<file path="config.mk">
export PLATFORM = sky130hd
export DESIGN_NAME = lsme_front
export DESIGN_NICKNAME = d
export VERILOG_FILES = /design/src/design/lsme_pkg.sv /design/src/design/lsme_front.sv
export SDC_FILE = /design/constraint.sdc
export NUM_CORES = 1
export LEC_CHECK = 0
export BUFFER_PORTS_ARGS = -buffer_cell sky130_fd_sc_hd__buf_4
export CAP_MARGIN = 0
export CORE_UTILIZATION = 56
export CTS_CLUSTER_SIZE = 8
export DETAILED_ROUTE_END_ITERATION = 10
export PLACE_DENSITY = 0.85
export SLEW_MARGIN = 20
export SYNTH_ARGS = -nofsm -noshare
export SYNTH_HDL_FRONTEND = slang
export SYNTH_SLANG_ARGS = --single-unit
</file>
<file path="constraint.sdc">
create_clock -name clk -period 10.25 [get_ports clk]
set_input_delay 0.5125 -clock clk [delete_from_list [all_inputs] [get_ports clk]]
set_output_delay 0.5125 -clock clk [all_outputs]
set_load 0.05 [all_outputs]
</file>
<file path="src/design/lsme_pkg.sv">
`timescale 1ns / 1ps
// ----------------------------------------------------------------------------
// lsme_pkg: shared types and constants
// Widths, memory sizes, modes and the engine state type.
// ----------------------------------------------------------------------------
package lsme_pkg;

  localparam int unsigned MAX_POINTS = 65536;
  localparam int unsigned MAX_LABELS = 262144;
  localparam int unsigned PID_W      = 16;
  localparam int unsigned NP_W       = 17;
  localparam int unsigned OFF_AW     = 17;   // offsets table: MAX_POINTS+1 entries
  localparam int unsigned OFF_DEPTH  = MAX_POINTS + 1;
  localparam int unsigned LBL_AW     = 18;
  localparam int unsigned CNT_W      = 19;
  localparam int unsigned LABEL_W    = 32;
  localparam int unsigned Q_DEPTH    = 2;
  localparam int unsigned Q_AW       = 1;

  typedef enum logic [1:0] {
    MODE_ADD = 2'd0,
    MODE_ANY = 2'd1,
    MODE_ALL = 2'd2,
    MODE_SUB = 2'd3
  } mode_t;

  typedef struct packed {
    mode_t              mode;
    logic [PID_W-1:0]   pid;
    logic [PID_W-1:0]   tid;
    logic [LABEL_W-1:0] label;
    logic               has_label;
    logic               last;
  } item_t;

  typedef struct packed {
    logic clearing;
  } back_status_t;

  typedef enum logic [4:0] {
    ST_CLEAR,
    ST_IDLE,
    ST_M_O0,
    ST_M_O1,
    ST_M_O2,
    ST_M_O3,
    ST_M_O4,
    ST_M_NEXT,
    ST_M_KEY,
    ST_L_O0,
    ST_L_O1,
    ST_L_O2,
    ST_L_BODY,
    ST_SRCH,
    ST_SCMP,
    ST_SDONE,
    ST_L_END,
    ST_EMIT
  } state_t;

endpackage

</file>
<file path="src/design/lsme_front.sv">
`timescale 1ns / 1ps
`default_nettype none
// ----------------------------------------------------------------------------
// lsme_front: input capture queue
// Takes words off the start/busy port and queues them for the back end.
// ----------------------------------------------------------------------------
module lsme_front (
  input  wire logic                  clk,
  input  wire logic                  rst_n,
  input  wire logic                  start,
  input  wire lsme_pkg::item_t       in_item,
  input  wire lsme_pkg::back_status_t bstat,
  input  wire logic                  pop,
  output logic                       busy,
  output logic                       q_valid,
  output lsme_pkg::item_t            q_item
);

  lsme_pkg::item_t             q_mem [lsme_pkg::Q_DEPTH];
  logic [lsme_pkg::Q_AW-1:0]   wp_r, wp_nxt, rp_r, rp_nxt;
  logic [lsme_pkg::Q_AW:0]     cnt_r, cnt_nxt;
  logic                        push;

  // hold off while the queue is full or the offsets are being cleared
  assign busy    = (cnt_r == (lsme_pkg::Q_AW+1)'(lsme_pkg::Q_DEPTH)) || bstat.clearing;
  assign push    = start && !busy;
  assign q_valid = (cnt_r != '0);
  assign q_item  = q_mem[rp_r];

  // advance pointers
  always_comb begin
    wp_nxt  = push ? wp_r + 1'b1 : wp_r;
    rp_nxt  = (pop && q_valid) ? rp_r + 1'b1 : rp_r;
    cnt_nxt = cnt_r + (push ? 1'b1 : 1'b0) - ((pop && q_valid) ? 1'b1 : 1'b0);
  end

  always_ff @(posedge clk) begin
    if (!rst_n) begin
      wp_r  <= '0;
      rp_r  <= '0;
      cnt_r <= '0;
    end else begin
      wp_r  <= wp_nxt;
      rp_r  <= rp_nxt;
      cnt_r <= cnt_nxt;
    end
  end

  // store word
  always_ff @(posedge clk) begin
    if (push) begin
      q_mem[wp_r] <= in_item;
    end
  end

endmodule
`default_nettype wire

</file>
After elaboration in Yosys (flattened, before gate mapping)
Memory sizes are Yosys's and may differ from the RTL's. A register that Yosys moved wholly into a read port is not among the register bits.
Index checks and enable logic that the tools add are counted.
Widths: inputs -> output; s select.
{"block": "word_totals", "register_bits": 4, "mem_bits_rw": 136, "in_bits": 73, "elab_cells": 20, "memories": 1}
{"block": "op_classes", "n_addsub": 4, "eq_ne": 1, "n_mux": 6, "reduce_logical": 5}
{"memory": "q_mem", "depth": 2, "width": 68, "rd": 1, "rd_clocked_by_memory_dff": 1, "write_ports": 1, "line_no": "lsme_front.sv:19", "text": "lsme_pkg::item_t q_mem [lsme_pkg::Q_DEPTH];"}
{"operator": "$mux 1", "count": 6}
{"operator": "$add 1x1->1 const B", "count": 2}
{"operator": "$add 2x1->2", "count": 1}
{"operator": "$eq 2x2->1 const B", "count": 1}
{"operator": "$logic_and 1x1->1", "count": 2}
{"operator": "$reduce_bool 2->1", "count": 1}
{"operator": "$sub 2x1->2", "count": 1}
{"operator": "$logic_not 1->1", "count": 1}
{"operator": "$logic_or 1x1->1", "count": 1}

Longest topological paths before layout
Gate-level depths: netlist of the first run.
{"block": "depth", "word_depth": 7, "depth_mapped": 8}

Worst setup path after synthesis of the first run
No wires, ideal clock.
{"block": "synth_path", "path_kind": "input-to-reg", "from": "input bstat", "to": "memory q_mem[0][0] (netlist bit), enable pin", "setup_ns": 0.495, "arrival_time_ns": 3.602, "slack_ns": 6.153, "stages": 2, "cell_sequence": "nand3b_1 -> nor2_1"}
{"block": "synth_between", "elab_chain_cells": 5}
{"element": "start: declaration", "line_no": "lsme_front.sv:12", "text": "input wire lsme_pkg::back_status_t bstat,"}
{"element": "$logic_or 1x1->1", "line_no": "lsme_front.sv:25", "text": "assign busy = (cnt_r == (lsme_pkg::Q_AW+1)'(lsme_pkg::Q_DEPTH)) || bstat.clearing;"}
{"element": "$logic_not 1->1", "line_no": "lsme_front.sv:26", "text": "assign push = start && !busy;"}
{"element": "$logic_and 1x1->1", "line_no": "lsme_front.sv:26"}
{"element": "$mux 1", "line_no": "lsme_front.sv:51", "text": "if (push) begin"}
{"element": "$mux 1 (implied by the code)", "line_no": "lsme_front.sv:52", "text": "q_mem[wp_r] <= in_item;"}
{"element": "end: declaration", "line_no": "lsme_front.sv:19"}
Every way passes these cells.

==> key figures, run 1 <==
Floorplanning
  – Die area: 9750 um^2
  – Initial Util: 0.589
  – Die X: 98.7 um
  – Die Ht: 98.7 um
  – I/O Pins: 143
  – Core Box Area: 8890 um^2
  – Core Rows: 34

Clock network
  – CTS HTree Levels: 4
  – Clk root buf: clkbuf_8
  – Clock buffer count from CTS: 17
  – CTS tree: done
  – Post-CTS Hold Buffers: 0
  – Clk sinks: 141
  – Clock-pin slew on the worst setup and hold paths: 60 ps
  – Clk_lat worst skew: 500 ps
  – Post-CTS Setup Bufs: 0
  – CTS max path bufs: 2
  – Post-cts resize count: 0

Drt
  – Antenna viol nets, final: 0
  – Residual DRC: 0
  – DR vias: 2635
  – Drt first pass iters: 4
  – Post-Route WL: 8650 um
  – WL/cell: 16.9 um
  – First DRT Iteration DRCs: 134
  – Vias per cell: 5.14

Setup path
  – Critical Path RT: 9740 ps
  – RR Startpoint: cnt_r[0]
  – CP Capture Type: primary output
  – CP Max Fanout: 68
  – Startpoint types: register
  – Crit Path Class: reg2out
  – CP Data Arrival Time: 2190 ps

Timing
  – Final min period: 2700 ps
  – Rel. slew slack: 0.327
  – Fmax achieved: 0.370 GHz
  – Hold slack: 192 ps
  – Final Hold Viols: 0
  – Clock Skew: 8.87 ps
  – RSZ-0062 raised after global routing: false
  – Fin. max-slew vios: 0
  – Count of final setup violators: 0
  – Fin crit share: 0.264
  – Least-Margin Pin Slew: 1010 ps
  – Fin Setup TNS: 0 ps

Yosys
  – Syn_nets: 313
  – Seq cells post-synth: 141
  – Syn Area/Cell: 22.0 um^2
  – Synth area leader: edfxtp_1
  – Top post-synthesis cells by area: edfxtp_1 78%, mux2_2 10%, mux2_4 5.7%
  – Register area share after synthesis: 0.798
  – Synth Cell Area: 5240 um^2
  – Synthesis warning total: 0
  – Post-synthesis cell count: 238
  – Yosys top cell area share: 0.779
  – Synth unique cells: 19

Flow run
  – Number of max-cap violations: 0

Final layout
  – Share of post-route cells with drive strength above 1: 0.607
  – Area growth from synthesis to layout: 32.9%
  – Filler instances: 471
  – Finished Cell Area: 6960 um^2
  – Post-route insts no fill: 513
  – Fin nets: 468
  – Antenna cells: 0

Place
  – # port buffers: 142
  – Final Wtd Congestion: 0.724
  – Placed cell areas: 6400 um^2
  – Placed insts: 482
  – Final HPWL DP: 5500 um

Power
  – Leak: 2.64 nW
  – Peak VDD IR: 0.000162 V
  – Design Power: 1.81 mW
  – Pwr/cell area: 260 nW/um^2

Status
  – Status: complete, no violations

Global routing
  – Vias in the first global route: 2678
  – GRT Util Overall: 0.188
  – Largest net degree at the start of global routing: 69
  – Antenna violations before repair: 0
  – First-pass GRT wire length: 13200 um
  – Grt ovf: 0

Min path
  – Hold Path Class: in2reg
  – Worst Min Path Start: in_item[40]
metal layers:
layer  share of wire  up-vias  GRT usage
li1                -     1241          -
met5               0        -          0
met4           0.016        0     0.0850
met1            0.41     1285      0.226
met2            0.52       98      0.310
met3           0.054       11     0.0631
final timing paths:
kind | depth (start not counted) | endpoint | slack [ps]
worst max register to register | 4 | q_mem[1][32] | 7930
worst min-delay path | 1 | q_mem[1][40] | 190
worst min register to register | 2 | wp_r | 520
worst max-delay path | 2 | q_item[4] | 7550
power by group:
| group | internal (mW) | switching (mW) | leakage [nW] | total, mW |
|---|---|---|---|---|
| Sequential | 0.681 | 0.0465 | 1.29 | 0.727 |
| Combinational | 0.197 | 0.321 | 1.08 | 0.519 |
| Clock | 0.346 | 0.220 | 0.268 | 0.566 |
flip-flops by register name (all words and copies together), names as in the netlist, named ones only:
| signal | cells |
|---|---|
| cnt_r | 2 |
| q_mem | 136 |
| rp_r | 1 |
| wp_r | 1 |
critical path, cell delays in order, from the launching register on:
cell and delay, ps:
dfxtp_4 980, mux2_2 440, buf_4 190
stage by stage:
step	setup WS, ps	utilization
finish	7550	0.783
global route	7440	0.783
CTS	7530	0.783
detailed placement	7720	0.720
global placement	7810	0.720
floorplan	6150	-
cells in the mapped netlist:
library cell and count:
and2_1 2, buf_2 4, buf_6 2, buf_8 2
dfxtp_1 5, edfxtp_1 136, ha_1 2, inv_1 2
mux2_2 48, mux2_4 20, mux2i_1 1, nand2_1 2
nand2b_1 2, nand3b_1 1, nor2_1 2, nor2b_1 2
o21a_1 1, or2_2 1, xnor2_1 3
cell usage in the layout, fill, tap and decap left out:
cell type,n
buf_4,144
edfxtp_1,136
mux2_2,48
mux2_4,20
clkbuf_16,16
dfxtp_1,4
xnor2_1,3
clkinv_2,3
inv_6,3
clkinvlp_4,3
nand2b_1,2
inv_1,2
nor2_4,2
nor2b_1,2
and2_1,2
nand2_1,2
ha_1,2
clkinv_4,2
bufinv_16,2
o21a_1,1
nand3b_1,1
or2_2,1
mux2i_1,1
dfxtp_4,1
clkbuf_8,1
clkbuf_1,1
final cells by class:
cell class | count | area (um^2) | share of cell area
clock buffers | 18 | 418 | 0.0600
clock inverters | 13 | 141 | 0.0203
inverters | 2 | 7.51 | 0.00108
multi-input cells | 87 | 991 | 0.142
flip-flops and latches | 141 | 4190 | 0.602
well taps | 108 | 135 | 0.0194
repair buffers | 144 | 1080 | 0.155
cells by family (layout without fill, tap and decap cells):
family | after synthesis | after routing | synth area share
AOI/OAI and AO/OA | 1 | 1 | 0.00143
xor gates and xnor gates | 3 | 3 | 0.00502
adders and majority gates | 2 | 2 | 0.00477
buffers and inverters | 10 | 177 | 0.0153
DFF | 141 | 141 | 0.798
muxes | 69 | 69 | 0.162
and+or+nand+nor | 12 | 12 | 0.0127
(Power assumes the default switching activity.)
==> inputs of run 2 (changes only) <==
--- a/config.mk
+++ b/config.mk
@@ -7,10 +7,10 @@
 export LEC_CHECK = 0
 export BUFFER_PORTS_ARGS = -buffer_cell sky130_fd_sc_hd__buf_4
 export CAP_MARGIN = 0
-export CORE_UTILIZATION = 56
+export CORE_UTILIZATION = 52
 export CTS_CLUSTER_SIZE = 8
 export DETAILED_ROUTE_END_ITERATION = 10
-export PLACE_DENSITY = 0.85
+export PLACE_DENSITY = 0.79
 export SLEW_MARGIN = 20
 export SYNTH_ARGS = -nofsm -noshare
 export SYNTH_HDL_FRONTEND = slang
==> constraint.sdc (replaced) <==
create_clock -name clk -period 2.5 [get_ports clk]
set_input_delay 0.125 -clock clk [delete_from_list [all_inputs] [get_ports clk]]
set_output_delay 0.125 -clock clk [all_outputs]
set_load 0.05 [all_outputs]
==> key figures, run 2 (synthesis gave the netlist of run 1 again) <==
Drt
  – Post-Route WL: 10400 um
  – Vias per cell: 4.87
  – First DRT Iteration DRCs: 79
  – DR vias: 2982
  – Drt first pass iters: 4
  – Residual DRC: 0
  – WL/cell: 17.0 um
  – Antenna viol nets, final: 0

Power
  – Peak VDD IR: 0.000731 V
  – Design Power: 7.70 mW
  – Leak: 2.97 nW
  – Pwr/cell area: 994 nW/um^2

Final layout
  – Commonest non-fill, non-tap cell in the layout: buf_4
  – Antenna cells: 0
  – Max reg flops: 136
  – Share of post-route cells with drive strength above 1: 0.524
  – Area growth from synthesis to layout: 48.0%
  – Reg with most FFs: q_mem
  – Top Registers: q_mem: 136 flops, cnt_r: 2 flops
  – Fin nets: 541
  – Filler instances: 501
  – Commonest non-fill, non-tap cells in the layout: 147 x buf_4, 136 x edfxtp_1, 69 x dlygate4sd3_1

Timing
  – Count of final setup violators: 0
  – Rel. slew slack: 0.606
  – Fin crit share: 0.852
  – Fin. max-slew vios: 0
  – Fin Setup TNS: 0 ps
  – Fmax achieved: 0.469 GHz
  – Final Hold Viols: 0
  – Final min period: 2130 ps
  – Least-Margin Pin Slew: 591 ps
  – RSZ-0062 raised after global routing: false
  – Clock Skew: 12.9 ps

Global routing
  – First-pass GRT wire length: 15400 um
  – Grt ovf: 0
  – Met2 GRT Util: 0.363
  – Vias in the first global route: 3104
  – Most Crowded Layer GR: met2
  – Routing usage on met3: 0.0759
  – Antenna violations before repair: 0
  – GRT Util Overall: 0.207
  – Largest net degree at the start of global routing: 45
  – Met1 Track Usage GR: 0.236

Clock network
  – Clk root buf: clkbuf_8
  – Post-cts resize count: 0
  – CTS HTree Levels: 4
  – Clk_lat worst skew: 520 ps
  – Clock-pin slew on the worst setup and hold paths: 60 ps
  – Clk sinks: 141
  – CTS max path bufs: 2
  – Clock buffer count from CTS: 17
  – CTS tree: done

Setup path
  – Startpoint types: register
  – Crit Path Class: reg2out
  – Crit path cell chain: buf_4, mux2_2, buf_4
  – CP dominant cell by count: buf_4
  – Critical Path RT: 2380 ps
  – Crit-path max cell delay: 610 ps
  – Top Family by Delay on Critical Path: flip-flops
  – CP Data Arrival Time: 2010 ps
  – CP Max Fanout: 26
  – CP bufs+invs: 2
  – CP Capture Type: primary output
  – Crit-path slowest cell: dfxtp_4

Floorplanning
  – Core Rows: 36
  – Die X: 102 um
  – Core Box Area: 9770 um^2
  – Initial Util: 0.536
  – Die Ht: 102 um
  – I/O Pins: 143
  – Die area: 10500 um^2

Place
  – # port buffers: 142
  – Final Wtd Congestion: 0.707
  – Final HPWL DP: 5750 um

Min path
  – Hold Path Class: in2reg

Status
  – Status: complete, no violations

Flow run
  – Number of max-cap violations: 0
==> run 2: cell types whose count changed in the layout (fill, tap and decap cells not counted) <==
cell	change
inv_6	-2
clkinv_1	+1
bufinv_16	+1
dlygate4sd3_1	+69
clkbuf_1	-1
clkinvlp_4	-1
clkinv_2	+1
clkinv_4	+2
buf_12	+1
buf_4	+3
==> run 2: repair_timing <==
action,CTS,global route
setup buffers,0,0
hold buffers,69,0
hold endpoints to repair,141,0
==> run 2: final timing paths <==
path,from,endpoint,slack (ps),cells past startpoint
worst max-delay path,register,q_item[59],370,3
worst min-delay path,pop,rp_r,90,4
worst max register to register,cnt_r[0],cnt_r[1],550,8
worst min register to register,wp_r,wp_r,520,2
==> run 2: power by group <==
part           total (mW)  internal (mW)  switching, mW
sequential           2.89           2.79          0.104
combinational        2.35          0.900           1.45
clock                2.46           1.52          0.944
total                7.70           5.20           2.50
==> run 2: final cells by class <==
type / instances / area (um^2) / share of cell area
Clock inverter: 15 / 173 / 0.0223
Tap cell: 133 / 166 / 0.0215
Sequential cell: 141 / 4190 / 0.540
Multi-Input combinational cell: 87 / 991 / 0.128
Inverter: 2 / 7.51 / 0.000968
Clock buffer: 17 / 414 / 0.0534
Timing Repair Buffer: 217 / 1810 / 0.234
==> run 2: metal layers <==
layer / vias to the layer above / routed length [um]
met5: - / 0
met3: 9 / 647
met1: 1469 / 4220
li1: 1389 / -
met2: 115 / 5470
met4: 0 / 92
==> run 2: metrics by stage <==
stage | utilization | setup slack, ps | hold WS, ps | instances | instance area (um^2)
4_1_cts | 0.793 | 346 | 83.7 | 612 | 7750
6_report | 0.793 | 370 | 91.5 | 612 | 7750
3_5_place_dp | 0.663 | 606 | 312 | 511 | 6480
3_3_place_gp | 0.663 | 723 | 310 | 511 | 6480
2_1_floorplan | - | -361 | 224 | 238 | 5250
5_1_grt | 0.793 | 271 | 99.8 | 612 | 7750
==> run 2: tightest hold or removal path, cell delays in order <==
cell	delay, ps
buf_4	80
o21a_1	170
xnor2_1	100
nor2b_1	100
